[src/rtl/core/minv_pkg.sv]
// Shared types and constants for the 3x3 fixed-point matrix inverter.
package minv_pkg;

  localparam int ElemW   = 16;
  localparam int FracW   = 8;
  localparam int OutFrac = 16;
  localparam int MinorW  = 2 * ElemW + 1;           // 33
  localparam int DetW    = 49;
  localparam int QuoW    = 32;
  localparam int ShiftW  = FracW + OutFrac;         // 24 fraction steps
  localparam int MagW    = MinorW + ShiftW;         // dividend magnitude width
  localparam int PosW    = 4;
  localparam int NumPos  = 9;
  localparam int QDepth  = 2;

  typedef logic signed [ElemW-1:0] elem_t;

  // Request passed from the load front end to the compute back end.
  typedef struct packed {
    elem_t [NumPos-1:0] mat;
  } job_t;

  typedef enum logic [2:0] {
    S_IDLE, S_MINOR, S_DET, S_DIV, S_OUT
  } back_state_e;

endpackage

[src/rtl/core/minv_if.sv]
// Valid/ready channel interfaces for input and result items.
interface minv_in_if;
  logic                          valid;
  logic                          ready;
  logic [minv_pkg::PosW-1:0]     position;
  logic signed [minv_pkg::ElemW-1:0] element;
  logic                          start_req;
  modport source (output valid, position, element, start_req, input ready);
  modport sink   (input valid, position, element, start_req, output ready);
endinterface


[src/rtl/core/minv_front.sv]
// Load front end: element store and snapshot into the job queue on a start request.
module minv_front (
  input  logic clk_i,
  input  logic rst_ni,
  minv_in_if.sink in_ch,
  output logic job_valid_o,
  output minv_pkg::job_t job_o,
  input  logic job_ready_i
);
  minv_pkg::elem_t [minv_pkg::NumPos-1:0] mat_q;
  minv_pkg::job_t [minv_pkg::QDepth-1:0] q_mem_q;
  logic q_wp_q, q_rp_q;
  logic [1:0] q_cnt_q;
  logic acc, push, pop;
  minv_pkg::job_t snap;

  assign in_ch.ready = (q_cnt_q != 2'd2);
  assign acc  = in_ch.valid && in_ch.ready;
  assign push = acc && in_ch.start_req;
  assign pop  = job_valid_o && job_ready_i;
  assign job_valid_o = (q_cnt_q != 2'd0);
  assign job_o = q_mem_q[q_rp_q];

  // snapshot includes the element written by this same request
  always_comb begin
    snap.mat = mat_q;
    if (in_ch.position < minv_pkg::PosW'(minv_pkg::NumPos))
      snap.mat[in_ch.position] = in_ch.element;
  end

  always_ff @(posedge clk_i or negedge rst_ni) begin
    if (!rst_ni) begin
      mat_q   <= '0;
      q_wp_q  <= 1'b0;
      q_rp_q  <= 1'b0;
      q_cnt_q <= 2'd0;
    end else begin
      if (acc) mat_q <= snap.mat;
      if (push) q_wp_q <= ~q_wp_q;
      if (pop)  q_rp_q <= ~q_rp_q;
      q_cnt_q <= q_cnt_q + 2'(push) - 2'(pop);
    end
  end

  always_ff @(posedge clk_i) begin
    if (push) q_mem_q[q_wp_q] <= snap;
  end
endmodule

[src/flat_wrapper.sv]
// flat-port wrapper written by rule: the top's interface ports become plain ports
module minv_front_flat 
  (clk_i, rst_ni, job_valid_o, job_o, job_ready_i, in_ch_valid, in_ch_position, in_ch_element, in_ch_start_req, in_ch_ready);
  minv_in_if in_ch_i ();
  input  logic clk_i;
  input  logic rst_ni;
  output logic job_valid_o;
  output minv_pkg::job_t job_o;
  input  logic job_ready_i;
  input wire logic [$bits(in_ch_i.valid)-1:0] in_ch_valid;
  input wire logic [$bits(in_ch_i.position)-1:0] in_ch_position;
  input wire logic [$bits(in_ch_i.element)-1:0] in_ch_element;
  input wire logic [$bits(in_ch_i.start_req)-1:0] in_ch_start_req;
  output wire logic [$bits(in_ch_i.ready)-1:0] in_ch_ready;
  assign in_ch_i.valid = in_ch_valid;
  assign in_ch_i.position = in_ch_position;
  assign in_ch_i.element = in_ch_element;
  assign in_ch_i.start_req = in_ch_start_req;
  assign in_ch_ready = in_ch_i.ready;
  minv_front u_core (.clk_i(clk_i), .rst_ni(rst_ni), .in_ch(in_ch_i), .job_valid_o(job_valid_o), .job_o(job_o), .job_ready_i(job_ready_i));
endmodule
[config.mk]
export PLATFORM = sky130hd
export DESIGN_NAME = minv_front_flat
export DESIGN_NICKNAME = d
export VERILOG_FILES = /design/src/rtl/core/minv_pkg.sv /design/src/rtl/core/minv_if.sv /design/src/rtl/core/minv_front.sv /design/src/flat_wrapper.sv
export SDC_FILE = /design/constraint.sdc
export NUM_CORES = 1
export LEC_CHECK = 0
export ABC_AREA = 1
export BUFFER_PORTS_ARGS = -buffer_cell sky130_fd_sc_hd__clkbuf_2
export CORE_MARGIN = 3
export CORE_UTILIZATION = 50
export DETAILED_ROUTE_END_ITERATION = 8
export PLACE_DENSITY = 0.71
export SKIP_LAST_GASP = 1
export SYNTH_ARGS = -nofsm -noshare
export SYNTH_HDL_FRONTEND = slang
export SYNTH_SLANG_ARGS = --single-unit
[constraint.sdc]
create_clock -name clk_i -period 18.7 [get_ports clk_i]
set_clock_uncertainty 0.15 [all_clocks]
set_input_delay 2.805 -clock clk_i [delete_from_list [all_inputs] [get_ports clk_i]]
set_output_delay 2.805 -clock clk_i [all_outputs]
set_load 0.01 [all_outputs]
==> results of run 1 <==
## registers in the layout, indices dropped and copies added, names as in the netlist
signal / flops
u_core.mat_q: 144
u_core.q_wp_q: 1
u_core.q_cnt_q: 2
u_core.q_rp_q: 1
u_core.q_mem_q: 288
## layout by cell type, fill, tap and decap left out, types with 8 or more instances in the layout
cell type / instances
and2_1: 144
clkinv_1: 22
inv_1: 152
clkinv_2: 8
buf_4: 13
clkbuf_2: 169
edfxtp_1: 288
nand3_1: 289
nand2_1: 879
clkbuf_16: 47
dfrtp_1: 147
clkbuf_1: 16
## routing by layer
layer | GRT usage [%] | part of all wire [%]
met5 | 0 | 0.027
met4 | 8.37 | 3.2
met3 | 3.72 | 6.6
met2 | 37.7 | 48
met1 | 31.5 | 43
## worst paths after layout
| check | endpoint | slack (ns) |
|---|---|---|
| setup / recovery | job_o[128] | 12.51 |
| hold / removal | u_core.mat_q[38] | 0.32 |
| setup reg to reg | u_core.q_mem_q[45] | 14.41 |
| hold reg to reg | u_core.mat_q[38] | 0.32 |
| max in group asynchronous | u_core.q_rp_q | 14.78 |
| min in group asynchronous | u_core.mat_q[83] | 2.14 |
## where the power goes
| part | switching (mW) | leakage [nW] | internal, mW |
|---|---|---|---|
| sequential | 0.119 | 4.59 | 1.36 |
| combinational | 0.750 | 5.05 | 0.369 |
| clock | 0.364 | 0.682 | 0.488 |
| total | 1.23 | 10.3 | 2.22 |
## cell type report
class	instances	area (µm²)	share of cell area (%)
Clock buffer	66	1280	5.86
Clock inverter	18	121	0.557
Inverter	173	659	3.03
Multi-Input combinational cell	1326	5790	26.6
Sequential cell	436	12400	56.7
Tap cell	511	639	2.93
Timing Repair Buffer	183	955	4.38
## per-stage QoR
stage	utilization, %	hold WS (ns)	worst slack, ns	power [mW]	std cells
after floorplan	-	0.292	8.62	2.22	2035
after global placement	54.0	0.311	12.07	2.58	2629
after detailed placement	54.0	0.315	12.12	2.63	2629
after CTS	57.7	0.330	12.39	3.48	2713
after global routing	57.7	0.342	12.26	3.68	2713
final	57.7	0.324	12.51	3.45	2713
## cell families after synthesis
family | count (synthesis) | synth area share [%]
xor+xnor | 3 | 0.137
fa+ha+maj | 2 | 0.130
buf+inv | 273 | 5.71
flops | 436 | 64.3
simple gates | 1321 | 29.7
## critical path, cell delays in order (launching register included)
cell and delay, ns:
dfrtp_4 0.75, inv_4 0.59, buf_4 0.86, nand2_1 0.11, nand2_1 0.17, clkbuf_2 0.16
==> reports/summary.txt, run 1 <==
Run status: finished clean
Part of the cycle the worst path needs: 33.1%
Worst-case headroom to the max-slew limit: 32.5%
Total congestion overflow after global routing: 0
CTS tree: built
Launch instance of the worst min-delay path: u_core.mat_q[38]
Final setup violation count: 0
Static Leak: 10.3 nW
Gp weighted congestion: 0.772
Initial core utilization: 50.9%
Mean area per synthesized cell: 9.44 µm²
Tightest Hold Check Type: reg2reg
Resize count post-CTS: 0
Critical path data required time: 15.75 ns
Skew-Pair Late Insertion Delay: 0.56 ns
Cell area after synthesis: 0.0192 mm²
Vert. Die Dim: 202 µm
CP Max Fanout: 87
Number of CTS-inserted buffers: 45
Startpoint of the worst register-to-register path: u_core.q_cnt_q[1]
Die Width: 202 µm
Critical Path Source: u_core.q_rp_q
Seq cells post-synth: 436
Remaining number of nets flagged by the antenna check after routing: 0
Area leader, netlist: edfxtp_1
Power density relative to cell area: 159 mW/mm²
Post-CTS setup buffers: 0
Number of max-cap violations: 0
Register-to-Register Path Depth: 6
Number of antenna cells inserted: 0
Design area: 0.0218 mm²
First-pass GRT wire length: 74,000 µm
Depth of the worst hold-timing path: 2
Syn Nets: 2,062
Number of slew-limit violations in the final report: 0
Final critical path time including I/O delays and setup: 6.19 ns
Fraction of the yosys area taken by sequential cells: 64.3%
Number of standard-cell rows in the floorplan: 71
Ranking of synthesized cells by area: edfxtp_1 45%, dfrtp_1 19%, nand2_1 17%, nand3_1 7.5%, and2_1 4.7%
Hold_buf cts: 0
Share of cells above drive strength 1: 11.8%
Maximum buffer depth of the clock tree: 3
Total track usage: 23.1%
Final TNS setup: 0 ns
Die ar.: 0.0408 mm²
# fillers: 3,132
Number of warnings reported in the yosys synthesis log: 0
Pre-antenna DRT Iters: 5
Clock transition at the register clock pins on the worst setup and hold paths after CTS: 0.06 ns
Type of the worst setup path: reg2out
HPWL after DPL: 27,900 µm
IO Count: 171
Post-place instance area: 0.0204 mm²
Hold violation count in the final report: 0
Peak Freq: 161 MHz
Total DRC errors in the routed layout: 0
Maximum number of pins on one net before global-route repair: 90
Aggregate routed wire length: 47,800 µm
Clock Root Buffer: clkbuf_16
Synthesized netlist cell count: 2,035
Area Overhead vs Synth: 13.5%
Most repeated cell in the gate-level netlist after synthesis: nand2_1
Slew at the pin with the worst max-slew slack: 1.01 ns
Setup repair after global routing missed its margin: no
Number of sinks driven by the clock tree: 436
Leading register cell type out of synthesis: edfxtp_1
Vias in the first global route: 13,400
Commonest cells post-synth: 880 x nand2_1, 289 x nand3_1, 288 x edfxtp_1
Share of Yosys cell area claimed by the top area cell type: 45.0%
Number of buffer cells added on primary ports: 170
Startpoint class of the critical path: flop
Type of destination of the critical path: primary output
Post-synth ARST share: 33.9%
Number of violations reported at the end of detailed-routing iteration 0: 1,467
Overall via count from detail_route: 14,200
Peak VDD IR: 0.0961 mV
Number of distinct library cells after synthesis: 19
Core area: 0.0378 mm²
Vias per std cell: 5.23
WP data arrival: 3.24 ns
NumNets Final: 2,192
Number of flops mapped to enable cells by yosys: 288
Level count of the clock H-tree: 2
Number of antenna violations at the first check in global routing: 1
Wirelength per Cell: 17.6 µm
(Power assumes the default switching activity.)
==> run 2: changes to the inputs <==
--- a/config.mk
+++ b/config.mk
@@ -10,7 +10,7 @@
 export CORE_MARGIN = 3
 export CORE_UTILIZATION = 50
 export DETAILED_ROUTE_END_ITERATION = 8
-export PLACE_DENSITY = 0.71
+export PLACE_DENSITY = 0.73
 export SKIP_LAST_GASP = 1
 export SYNTH_ARGS = -nofsm -noshare
 export SYNTH_HDL_FRONTEND = slang
==> constraint.sdc (replaced) <==
create_clock -name clk_i -period 5.2 [get_ports clk_i]
set_clock_uncertainty 0.15 [all_clocks]
set_input_delay 0.78 -clock clk_i [delete_from_list [all_inputs] [get_ports clk_i]]
set_output_delay 0.78 -clock clk_i [all_outputs]
set_load 0.01 [all_outputs]
==> run 2 against run 1 <==
  * Clock power rose to 3.8 times the previous value
  * Cell count rose by 0.18%
  * Critical path depth did not move
  * Critical path type unchanged
  * Highest routed layer is now met4
==> reports/summary.txt, run 2 (synthesized netlist as in run 1, its figures left out) <==
Critical path data required time: 4.27 ns (was 15.75 ns)
Flip-flop count of the largest register after layout: 288 (unchanged)
Peak Freq: 241 MHz
Largest registers: u_core.q_mem_q x288, u_core.mat_q x144, u_core.q_cnt_q x2 (unchanged)
Final TNS setup: 0 ns (unchanged)
Total congestion overflow after global routing: 0 (unchanged)
Static Leak: 10.4 nW (was 10.3 nW)
HPWL after DPL: 29,400 µm (was 27,900 µm)
Number of slew-limit violations in the final report: 0 (unchanged)
Register-to-Register Path Depth: 7 (was 6)
Clock transition at the register clock pins on the worst setup and hold paths after CTS: 0.06 ns (about the same)
Vias in the first global route: 13,900 (was 13,400)
Hold violation count in the final report: 0 (unchanged)
Die Width: 202 µm (unchanged)
Hold_buf cts: 0 (unchanged)
Resize count post-CTS: 0 (unchanged)
First-pass GRT wire length: 76,100 µm (was 74,000 µm)
Final critical path time including I/O delays and setup: 4.15 ns
Gp weighted congestion: 0.783 (was 0.772)
Part of the cycle the worst path needs: 79.9%
Total design power: 12.6 mW (was 3.45 mW)
Core area: 0.0378 mm² (unchanged)
Power density relative to cell area: 576 mW/mm² (was 159 mW/mm²)
Die ar.: 0.0408 mm² (unchanged)
Tightest Hold Check Type: in2async (was reg2reg)
Peak VDD IR: 0.322 mV (was 0.0961 mV)
Total track usage: 23.7% (was 23.1%)
Number of standard-cell rows in the floorplan: 71 (unchanged)
Number of violations reported at the end of detailed-routing iteration 0: 1,426 (was 1,467)
Wirelength per Cell: 17.9 µm (was 17.6 µm)
Core Util, Final: 58.1% (was 57.7%)
Type of the worst setup path: reg2out (unchanged)
Register ranked first by flip-flop count: u_core.q_mem_q (unchanged)
Run status: finished clean (unchanged)
Number of sinks driven by the clock tree: 436 (unchanged)
Vias per std cell: 5.28 (was 5.23)
Overall via count from detail_route: 14,400 (was 14,200)
Number of max-cap violations: 0 (unchanged)
WP data arrival: 3.22 ns (was 3.24 ns)
Most frequent standard cell in the layout excluding fill and tap cells: nand2_1 (unchanged)
Number of buffer cells added on primary ports: 170 (unchanged)
Maximum buffer depth of the clock tree: 3 (unchanged)
Highest-count cells in the layout ignoring fill and taps: 879 x nand2_1, 289 x nand3_1, 288 x edfxtp_1, 169 x clkbuf_2, 152 x inv_1 (unchanged)
Number of CTS-inserted buffers: 45 (unchanged)
Final setup violation count: 0 (unchanged)
Slew at the pin with the worst max-slew slack: 1.18 ns (was 1.01 ns)
Worst-case headroom to the max-slew limit: 21.3% (was 32.5%)
Maximum number of pins on one net before global-route repair: 101 (was 90)
Setup repair after global routing missed its margin: no (unchanged)
CP Max Fanout: 100 (was 87)
Pre-antenna DRT Iters: 6 (was 5)
NumNets Final: 2,198 (was 2,192)
CTS tree: built (unchanged)
Skew-Pair Late Insertion Delay: 0.55 ns (was 0.56 ns)
Startpoint class of the critical path: flop (unchanged)
Type of destination of the critical path: primary output (unchanged)
Area Overhead vs Synth: 14.3% (was 13.5%)
Level count of the clock H-tree: 2 (unchanged)
Aggregate routed wire length: 48,600 µm (was 47,800 µm)
Remaining number of nets flagged by the antenna check after routing: 0 (unchanged)
Post-CTS setup buffers: 0 (unchanged)
IO Count: 171 (unchanged)
Total DRC errors in the routed layout: 0 (unchanged)
Clock Root Buffer: clkbuf_16 (unchanged)
Number of antenna cells inserted: 0 (unchanged)
Initial core utilization: 50.9% (unchanged)
Share of cells above drive strength 1: 12.4% (was 11.8%)
Vert. Die Dim: 202 µm (unchanged)
Number of antenna violations at the first check in global routing: 0 (was 1)
-- run 2: stage by stage --
stage                     std cells  area, µm²  worst slack (ns)  hold slack, ns
after floorplan                2035      19200             0.483           0.292
after global placement         2635      20500              1.57           0.305
after detailed placement       2635      20500              1.52           0.315
after CTS                      2718      21900             0.992           0.124
after global routing           2718      21900             0.792           0.157
final                          2718      21900              1.05           0.106
-- run 2: worst max-delay path: stages (launching register included) --
cell	delay, ns
dfrtp_4	0.85
inv_4	0.97
buf_4	0.43
nand2_1	0.09
nand2_1	0.08
clkbuf_2	0.13
-- run 2: layout make-up --
| class | count | area (µm²) |
|---|---|---|
| Tap cell | 511 | 639 |
| Multi-Input combinational cell | 1326 | 5790 |
| Clock buffer | 64 | 1320 |
| Timing Repair Buffer | 189 | 1020 |
| Inverter | 173 | 659 |
| Sequential cell | 436 | 12400 |
| Fill cell | 3153 | 15800 |
| Clock inverter | 19 | 159 |
-- run 2: path summary, 6_finish.rpt --
| check | startpoint | endpoint | slack [ns] |
|---|---|---|---|
| max | u_core.q_rp_q | job_o[116] | 1.05 |
| min | rst_ni | u_core.mat_q[118] | 0.11 |
| max reg2reg | u_core.q_cnt_q[1] | u_core.q_mem_q[152] | 1.91 |
| min reg2reg | u_core.mat_q[84] | u_core.mat_q[84] | 0.33 |
| max in group asynchronous | rst_ni | u_core.mat_q[126] | 3.64 |
| min in group clk_i | u_core.mat_q[84] | u_core.mat_q[84] | 0.33 |
-- run 2: metal layers --
| layer | wire length, µm | part of all wire, % | GRT usage [%] | vias up |
|---|---|---|---|---|
| met4 | 2120 | 4.4 | 10.0 | 0 |
| met2 | 22700 | 47 | 38.4 | 593 |
| li1 | - | - | - | 6789 |
| met3 | 3820 | 7.9 | 4.01 | 125 |
| met5 | 0 | 0 | 0 | - |
| met1 | 19900 | 41 | 32.1 | 6852 |
-- run 2: where the power goes --
group / internal (mW) / switching, mW / total [mW]
Sequential: 4.90 / 0.467 / 5.37
Combinational: 1.35 / 2.70 / 4.05
Clock: 1.88 / 1.34 / 3.22
