===== config.mk =====
export PLATFORM = sky130hd
export DESIGN_NAME = minv_back_flat
export DESIGN_NICKNAME = d
export VERILOG_FILES = /design/src/rtl/core/minv_pkg.sv /design/src/rtl/core/minv_if.sv /design/src/rtl/core/minv_div.sv /design/src/rtl/core/minv_back.sv /design/src/flat_wrapper.sv
export SDC_FILE = /design/constraint.sdc
export NUM_CORES = 2
export LEC_CHECK = 0
export BUFFER_PORTS_ARGS = -buffer_cell sky130_fd_sc_hd__buf_2
export CELL_PAD_IN_SITES_DETAIL_PLACEMENT = 1
export CELL_PAD_IN_SITES_GLOBAL_PLACEMENT = 1
export CORE_MARGIN = 2
export CORE_UTILIZATION = 35
export CTS_CLUSTER_DIAMETER = 40
export DETAILED_ROUTE_END_ITERATION = 8
export GPL_TIMING_DRIVEN = 1
export PLACE_DENSITY = 0.7
export SYNTH_ARGS = -nofsm -noshare
export SYNTH_HDL_FRONTEND = slang
export SYNTH_SLANG_ARGS = --single-unit

===== constraint.sdc =====
create_clock -name clk_i -period 16.6 [get_ports clk_i]
set_input_delay 3.32 -clock clk_i [delete_from_list [all_inputs] [get_ports clk_i]]
set_output_delay 3.32 -clock clk_i [all_outputs]
set_load 0.005 [all_outputs]

===== src/rtl/core/minv_pkg.sv =====
// Shared types and constants for the 3x3 fixed-point matrix inverter.
package minv_pkg;

  localparam int ElemW   = 16;
  localparam int FracW   = 8;
  localparam int OutFrac = 16;
  localparam int MinorW  = 2 * ElemW + 1;           // 33
  localparam int DetW    = 49;
  localparam int QuoW    = 32;
  localparam int ShiftW  = FracW + OutFrac;         // 24 fraction steps
  localparam int MagW    = MinorW + ShiftW;         // dividend magnitude width
  localparam int PosW    = 4;
  localparam int NumPos  = 9;
  localparam int QDepth  = 2;

  typedef logic signed [ElemW-1:0] elem_t;

  // Request passed from the load front end to the compute back end.
  typedef struct packed {
    elem_t [NumPos-1:0] mat;
  } job_t;

  typedef enum logic [2:0] {
    S_IDLE, S_MINOR, S_DET, S_DIV, S_OUT
  } back_state_e;

endpackage


===== src/rtl/core/minv_if.sv =====


interface minv_out_if;
  logic                              valid;
  logic                              ready;
  logic [minv_pkg::PosW-1:0]         out_position;
  logic signed [minv_pkg::QuoW-1:0]  inverse_value;
  logic signed [minv_pkg::DetW-1:0]  determinant;
  logic                              singular;
  logic                              clipped;
  logic                              last_entry;
  modport source (output valid, out_position, inverse_value, determinant, singular,
                  clipped, last_entry, input ready);
  modport sink   (input valid, out_position, inverse_value, determinant, singular,
                  clipped, last_entry, output ready);
endinterface


===== src/rtl/core/minv_div.sv =====
// Restoring serial divider: one quotient bit per cycle with early saturation.
module minv_div (
  input  logic clk_i,
  input  logic rst_ni,
  input  logic start_i,
  input  logic signed [minv_pkg::MinorW-1:0] num_i,
  input  logic signed [minv_pkg::DetW-1:0]   den_i,
  output logic done_o,
  output logic signed [minv_pkg::QuoW-1:0] quo_o,
  output logic clip_o
);
  localparam int CntW = $clog2(minv_pkg::MagW + 1);
  localparam int NW = minv_pkg::MagW;

  logic busy_q, neg_q, clip_q;
  logic [CntW-1:0] cnt_q;
  logic [NW-1:0] n_q;          // remaining dividend bits, shifted out at top
  logic [minv_pkg::DetW:0] r_q, d_q;
  logic [32:0] q_q;
  logic [32:0] limit;
  logic [minv_pkg::DetW:0] r_sh;
  logic ge;
  logic [32:0] q_nx;

  assign limit = neg_q ? 33'h1_0000_0000 >> 1 : 33'h0_7FFF_FFFF;
  assign r_sh  = {r_q[minv_pkg::DetW-1:0], n_q[NW-1]};
  assign ge    = r_sh >= d_q;
  assign q_nx  = {q_q[31:0], ge};

  always_ff @(posedge clk_i or negedge rst_ni) begin
    if (!rst_ni) begin
      busy_q <= 1'b0;
      done_o <= 1'b0;
    end else begin
      done_o <= 1'b0;
      if (start_i) begin
        busy_q <= 1'b1;
      end else if (busy_q) begin
        if (cnt_q == CntW'(1) || q_nx > limit) begin
          busy_q <= 1'b0;
          done_o <= 1'b1;
        end
      end
    end
  end

  // long division of |num| * 2^24 by |den|
  always_ff @(posedge clk_i) begin
    if (start_i) begin
      neg_q  <= num_i[minv_pkg::MinorW-1] ^ den_i[minv_pkg::DetW-1];
      n_q    <= {(num_i[minv_pkg::MinorW-1] ? -num_i : num_i), minv_pkg::ShiftW'(0)};
      d_q    <= {1'b0, (den_i[minv_pkg::DetW-1] ? -den_i : den_i)};
      r_q    <= '0;
      q_q    <= '0;
      cnt_q  <= CntW'(NW);
      clip_q <= 1'b0;
    end else if (busy_q) begin
      n_q   <= {n_q[NW-2:0], 1'b0};
      r_q   <= ge ? r_sh - d_q : r_sh;
      q_q   <= q_nx;
      cnt_q <= cnt_q - CntW'(1);
      if (q_nx > limit) clip_q <= 1'b1;
    end
  end

  logic [32:0] q_fin;
  logic clip_fin;
  assign clip_fin = clip_q;
  assign q_fin = clip_q ? limit : q_q;
  assign quo_o  = neg_q ? 32'(-q_fin) : 32'(q_fin);
  assign clip_o = clip_fin;
endmodule


===== src/rtl/core/minv_back.sv =====
// Compute back end: minors, determinant, nine serial divisions if nonsingular, output register.
module minv_back (
  input  logic clk_i,
  input  logic rst_ni,
  input  logic job_valid_i,
  input  minv_pkg::job_t job_i,
  output logic job_ready_o,
  minv_out_if.source out_ch
);
  minv_pkg::back_state_e st_q, st_d;
  minv_pkg::elem_t [minv_pkg::NumPos-1:0] m_q;
  logic signed [minv_pkg::MinorW-1:0] cof_q [minv_pkg::NumPos];
  logic signed [minv_pkg::DetW-1:0] det_q, prod_q;
  logic [3:0] k_q;
  logic [1:0] ds_q;
  logic div_start, div_done, div_clip;
  logic signed [minv_pkg::QuoW-1:0] div_quo;
  logic [1:0] rr, cc;
  logic [3:0] ci;

  function automatic logic signed [minv_pkg::MinorW-1:0] minor_f(
      minv_pkg::elem_t [minv_pkg::NumPos-1:0] m, logic [1:0] r, logic [1:0] c);
    logic [1:0] a, b, p, q;
    logic signed [minv_pkg::MinorW-1:0] v;
    a = (r == 2'd0) ? 2'd1 : 2'd0;
    b = (r == 2'd2) ? 2'd1 : 2'd2;
    p = (c == 2'd0) ? 2'd1 : 2'd0;
    q = (c == 2'd2) ? 2'd1 : 2'd2;
    v = minv_pkg::MinorW'(m[a*3+p] * m[b*3+q]) - minv_pkg::MinorW'(m[a*3+q] * m[b*3+p]);
    if (r[0] ^ c[0]) v = -v;
    return v;
  endfunction

  // entry k of the inverse uses cofactor (col,row)
  assign rr = (k_q < 4'd3) ? 2'd0 : (k_q < 4'd6) ? 2'd1 : 2'd2;
  assign cc = 2'(k_q - 4'(rr) * 4'd3);
  assign ci = 4'(cc) * 4'd3 + 4'(rr);

  assign job_ready_o = (st_q == minv_pkg::S_IDLE);
  assign div_start = (st_q == minv_pkg::S_DIV) && (ds_q == 2'd0) && (det_q != '0);

  minv_div u_div (
    .clk_i, .rst_ni, .start_i(div_start), .num_i(cof_q[ci]), .den_i(det_q),
    .done_o(div_done), .quo_o(div_quo), .clip_o(div_clip)
  );

  always_comb begin
    st_d = st_q;
    unique case (st_q)
      minv_pkg::S_IDLE:  if (job_valid_i) st_d = minv_pkg::S_MINOR;
      minv_pkg::S_MINOR: if (k_q == 4'd8) st_d = minv_pkg::S_DET;
      minv_pkg::S_DET:   if (k_q == 4'd3) st_d = minv_pkg::S_DIV;
      minv_pkg::S_DIV:   if (det_q == '0 || div_done) st_d = minv_pkg::S_OUT;
      minv_pkg::S_OUT:   if (out_ch.ready)
                           st_d = (k_q == 4'd8) ? minv_pkg::S_IDLE : minv_pkg::S_DIV;
      default:           st_d = minv_pkg::S_IDLE;
    endcase
  end

  always_ff @(posedge clk_i or negedge rst_ni) begin
    if (!rst_ni) begin
      st_q <= minv_pkg::S_IDLE;
      k_q  <= '0;
      ds_q <= '0;
      out_ch.valid <= 1'b0;
    end else begin
      st_q <= st_d;
      unique case (st_q)
        minv_pkg::S_IDLE:  k_q <= '0;
        minv_pkg::S_MINOR: k_q <= (k_q == 4'd8) ? 4'd0 : k_q + 4'd1;
        minv_pkg::S_DET:   k_q <= (k_q == 4'd3) ? 4'd0 : k_q + 4'd1;
        minv_pkg::S_DIV: begin
          ds_q <= 2'd1;
          if (st_d == minv_pkg::S_OUT) out_ch.valid <= 1'b1;
        end
        minv_pkg::S_OUT: if (out_ch.ready) begin
          out_ch.valid <= 1'b0;
          ds_q <= 2'd0;
          k_q  <= k_q + 4'd1;
        end
        default: k_q <= '0;
      endcase
    end
  end

  // datapath: one minor per cycle (row rr, column cc of k), then det over three products
  always_ff @(posedge clk_i) begin
    case (st_q)
      minv_pkg::S_IDLE: if (job_valid_i) m_q <= job_i.mat;
      minv_pkg::S_MINOR: cof_q[k_q] <= minor_f(m_q, rr, cc);
      minv_pkg::S_DET: begin
        if (k_q == 4'd0) det_q <= '0;
        else det_q <= det_q + prod_q;
        if (k_q < 4'd3)
          prod_q <= minv_pkg::DetW'(m_q[k_q] * cof_q[k_q]);
      end
      minv_pkg::S_DIV: if (st_d == minv_pkg::S_OUT) begin
        out_ch.out_position  <= k_q;
        out_ch.inverse_value <= (det_q == '0) ? '0 : div_quo;
        out_ch.clipped       <= (det_q == '0) ? 1'b0 : div_clip;
        out_ch.determinant   <= det_q;
        out_ch.singular      <= (det_q == '0);
        out_ch.last_entry    <= (k_q == 4'd8);
      end
      default: ;
    endcase
  end
endmodule


===== src/flat_wrapper.sv =====
// flat-port wrapper written by rule: the top's interface ports become plain ports
module minv_back_flat 
  (clk_i, rst_ni, job_valid_i, job_i, job_ready_o, out_ch_valid, out_ch_out_position, out_ch_inverse_value, out_ch_determinant, out_ch_singular, out_ch_clipped, out_ch_last_entry, out_ch_ready);
  minv_out_if out_ch_i ();
  input  logic clk_i;
  input  logic rst_ni;
  input  logic job_valid_i;
  input  minv_pkg::job_t job_i;
  output logic job_ready_o;
  output wire logic [$bits(out_ch_i.valid)-1:0] out_ch_valid;
  output wire logic [$bits(out_ch_i.out_position)-1:0] out_ch_out_position;
  output wire logic [$bits(out_ch_i.inverse_value)-1:0] out_ch_inverse_value;
  output wire logic [$bits(out_ch_i.determinant)-1:0] out_ch_determinant;
  output wire logic [$bits(out_ch_i.singular)-1:0] out_ch_singular;
  output wire logic [$bits(out_ch_i.clipped)-1:0] out_ch_clipped;
  output wire logic [$bits(out_ch_i.last_entry)-1:0] out_ch_last_entry;
  input wire logic [$bits(out_ch_i.ready)-1:0] out_ch_ready;
  assign out_ch_valid = out_ch_i.valid;
  assign out_ch_out_position = out_ch_i.out_position;
  assign out_ch_inverse_value = out_ch_i.inverse_value;
  assign out_ch_determinant = out_ch_i.determinant;
  assign out_ch_singular = out_ch_i.singular;
  assign out_ch_clipped = out_ch_i.clipped;
  assign out_ch_last_entry = out_ch_i.last_entry;
  assign out_ch_i.ready = out_ch_ready;
  minv_back u_core (.clk_i(clk_i), .rst_ni(rst_ni), .job_valid_i(job_valid_i), .job_i(job_i), .job_ready_o(job_ready_o), .out_ch(out_ch_i));
endmodule

==> impl_metrics.env <==
export IMPL_arrival_ns=15.92
export IMPL_max_freq_mhz=64.8
export IMPL_layout_commonest_cell="inv_1"
export IMPL_status="complete, no violations"
export IMPL_io_pins=238
export IMPL_critPathRequiredTime_ns=17.08
export IMPL_syn_area_per_cell_um2=10.4
export IMPL_dp_slack_ns=0.769
export IMPL_cts_buffers=148
export IMPL_grtUsageMet2=0.405
export IMPL_synthFlopType="edfxtp_1"
export IMPL_synth_compound_area_frac=0.0872
export IMPL_netlist_area_mm2=0.0847
export IMPL_htree_levels=4
export IMPL_synth_xor_area_frac=0.0365
export IMPL_slowest_stage="a2111oi_1"
export IMPL_syn_nets=9774
export IMPL_ys_top_cells_by_area="edfxtp_1 (25%), fa_1 (24%), mux4_2 (7.3%), ha_1 (6.9%), inv_1 (5.5%)"
export IMPL_clock_path_buffers=3
export IMPL_initial_utilization=0.352
export IMPL_fin_cells=11600
export IMPL_dp_hpwl_um=214000
export IMPL_cpMostUsedCell="inv_1"
export IMPL_hold_viol_final=0
export IMPL_gp_congestion=0.906
export IMPL_wirelength_um=279000
export IMPL_grt_pass1_vias=70700
export IMPL_die_h_um=496
export IMPL_grt_max_degree=76
export IMPL_critPathMaxStageDelay_ns=0.75
export IMPL_antenna_found_initial=13
export IMPL_use_met1=0.276
export IMPL_slew_headroom=0.132
export IMPL_synth_cells=8132
export IMPL_ys_ff_latch=809
export IMPL_cts_tree="done"
export IMPL_cts_clk_slew_worst_paths_ns=0.05
export IMPL_synth_edf_count=710
export IMPL_nets=9933
export IMPL_overflow=0
export IMPL_finalSetupViolCount=0
export IMPL_first_pass_iters=8
export IMPL_fin_tns_setup_ns=0
export IMPL_rows=180
export IMPL_drive_gt1_frac=0.126
export IMPL_dieArea_mm2=0.246
export IMPL_vias_per_cell=5.43
export IMPL_crit_path_start="u_core.k_q[1]$_DFFE_PN0P_"
export IMPL_cts_hold_buffers=0
export IMPL_synth_simple_gate_area_frac=0.115
export IMPL_path_max_fanout=37
export IMPL_synth_largest_area_cell="edfxtp_1"
export IMPL_grt_use_met3=0.0339
export IMPL_ant_nets=0
export IMPL_hp_class="register to register"
export IMPL_synth_top_family_by_area="adder cells"
export IMPL_min_from="u_core.u_div.cnt_q[5]$_SDFFE_PP1P_"
export IMPL_area_delta_synth_final_pct=12.5
export IMPL_worstSetupPathType="register to register"
export IMPL_rr_startpoint="u_core.k_q[1]$_DFFE_PN0P_"
export IMPL_slew_violations=0
export IMPL_worst_pin_slew_ns=1.27
export IMPL_portBuffers=237
export IMPL_rsz0062_at_grt="false"
export IMPL_hold_ws_ns=0.494
export IMPL_chipWidth_um=496
export IMPL_busiest_layer="met2"
export IMPL_ys_seq_area_frac=0.276
export IMPL_cp_end_kind="register"
export IMPL_clkLatencyLatePin_ns=0.81
export IMPL_cp_start_kind="register"
export IMPL_yosysWarnings=0
export IMPL_synth_top_area_frac=0.252
export IMPL_drv_cap=0
export IMPL_drt_iter0_drc=4015
export IMPL_synth_cell_types=82
export IMPL_synthArstFlopShare=0.0136
export IMPL_finalClockSkew_ns=0.0640
export IMPL_via_count=63200
export IMPL_fill_cells=26600
export IMPL_fin_crit_sh=0.930
export IMPL_place_inst=11300
export IMPL_core_area_mm2=0.241
export IMPL_root_buffer="clkbuf_16"
export IMPL_finalCriticalPeriod_ns=15.44
export IMPL_synthMuxAreaShare=0.103
export IMPL_grt_pass1_wl_um=429000
export IMPL_drc=0
export IMPL_wl_per_cell_um=24.0
export IMPL_gr_usage_all_layers=0.228
export IMPL_synthAdderAreaFrac=0.312
export IMPL_cts_setup_buffers=0
export IMPL_layout_common_cells="inv_1 (1242), fa_1 (1027), nand2_1 (886)"
export IMPL_setup_slack_ns=1.16
export IMPL_cts_sinks=809
[sequential cells by signal, summed over array words and instances, names as in the netlist, 3 cells and up]
register and count:
u_core.u_div.r_q 49, u_core.out_ch.determinant 49, u_core.st_q 3, u_core.u_div.q_q 32, u_core.out_ch.inverse_value 32, u_core.u_div.n_q 33, u_core.k_q 4, u_core.cof_q 297
u_core.det_q 49, u_core.prod_q 49, u_core.u_div.d_q 49, u_core.m_q 144, u_core.u_div.cnt_q 6, u_core.out_ch.out_position 4
[per-stage QoR]
| step | area [µm²] | util |
|---|---|---|
| floorplan | 84700 | - |
| global placement | 89900 | 0.373 |
| detailed placement | 89900 | 0.373 |
| CTS | 95200 | 0.395 |
| global route | 95300 | 0.396 |
| finish | 95300 | 0.396 |
[metal layers]
| metal | part of all wire | up-vias |
|---|---|---|
| met2 | 0.51 | 1955 |
| li1 | - | 27700 |
| met3 | 0.054 | 517 |
| met1 | 0.40 | 33100 |
| met5 | 0.000047 | - |
| met4 | 0.043 | 2 |
[timing repair]
item                       in CTS  in global routing
hold endpoints to repair        0                  0
gates resized for setup         0                  8
setup endpoints to repair       0                 18
[final timing paths]
check	slack, ns	end	cells past startpoint
min in group asynchronous	2.44	u_core.k_q[1]$_DFFE_PN0P_	1
worst max-delay path	1.16	u_core.cof_q[7][32]$_DFFE_PP_	46
worst min-delay path	0.49	u_core.u_div.cnt_q[5]$_SDFFE_PP1P_	2
worst min register to register	0.49	u_core.u_div.cnt_q[5]$_SDFFE_PP1P_	2
max in group asynchronous	13.85	u_core.k_q[0]$_DFFE_PN0P_	1
worst max register to register	1.16	u_core.cof_q[7][32]$_DFFE_PP_	46
[worst max-delay path: cells and delay by family, from the launching register on]
kind,cells,cell delay (ns)
flip-flops,1,0.70
multiplexers,3,1.16
buffers and inverters,10,2.16
AND/OR/NAND/NOR,5,1.24
XOR/XNOR,3,0.84
AO/OA/AOI/OAI,14,4.15
adder cells (fa/ha/maj),11,4.79
[layout make-up]
type | instances | area (µm²) | area share
sequential | 809 | 23400 | 0.245
inverter | 1244 | 4670 | 0.0490
multi-input combinational | 5721 | 55700 | 0.585
tap | 3185 | 3990 | 0.0418
antenna | 41 | 103 | 0.00108
clock inverter | 106 | 1430 | 0.0150
timing repair buffer | 367 | 2160 | 0.0227
clock buffer | 167 | 3870 | 0.0406
[cell families (layout without fill, tap and decap cells)]
kind of cell,Yosys count,in the layout
other cells,0,41
mux,520,520
flops,809,809
simple gates,2159,2159
compound gates,1195,1195
buf+inv,1602,1884
xor+xnor,353,353
fa+ha+maj,1494,1494
[synth_stat cells (30+ instances only)]
cell type / n
inv_1: 1244
fa_1: 1028
nand2_1: 886
edfxtp_1: 710
nor2_1: 598
ha_1: 466
a21oi_1: 349
o21ai_0: 288
clkbuf_1: 287
mux4_2: 276
xnor2_1: 241
mux2i_1: 204
nor2b_1: 144
a21o_1: 140
xor2_1: 112
dfxtp_1: 88
nand2b_1: 86
nand3_1: 72
nor3_1: 71
and2_1: 70
buf_1: 55
o31ai_1: 51
o21a_1: 50
nand4_1: 44
or2_2: 41
mux2_2: 40
o21bai_1: 38
or3_1: 36
o21ai_1: 35
and3_1: 34
a31oi_1: 30
Power is left out: the tool's default activity adds up to more than one toggle a clock period on the data nets, which glitch-free logic cannot reach.
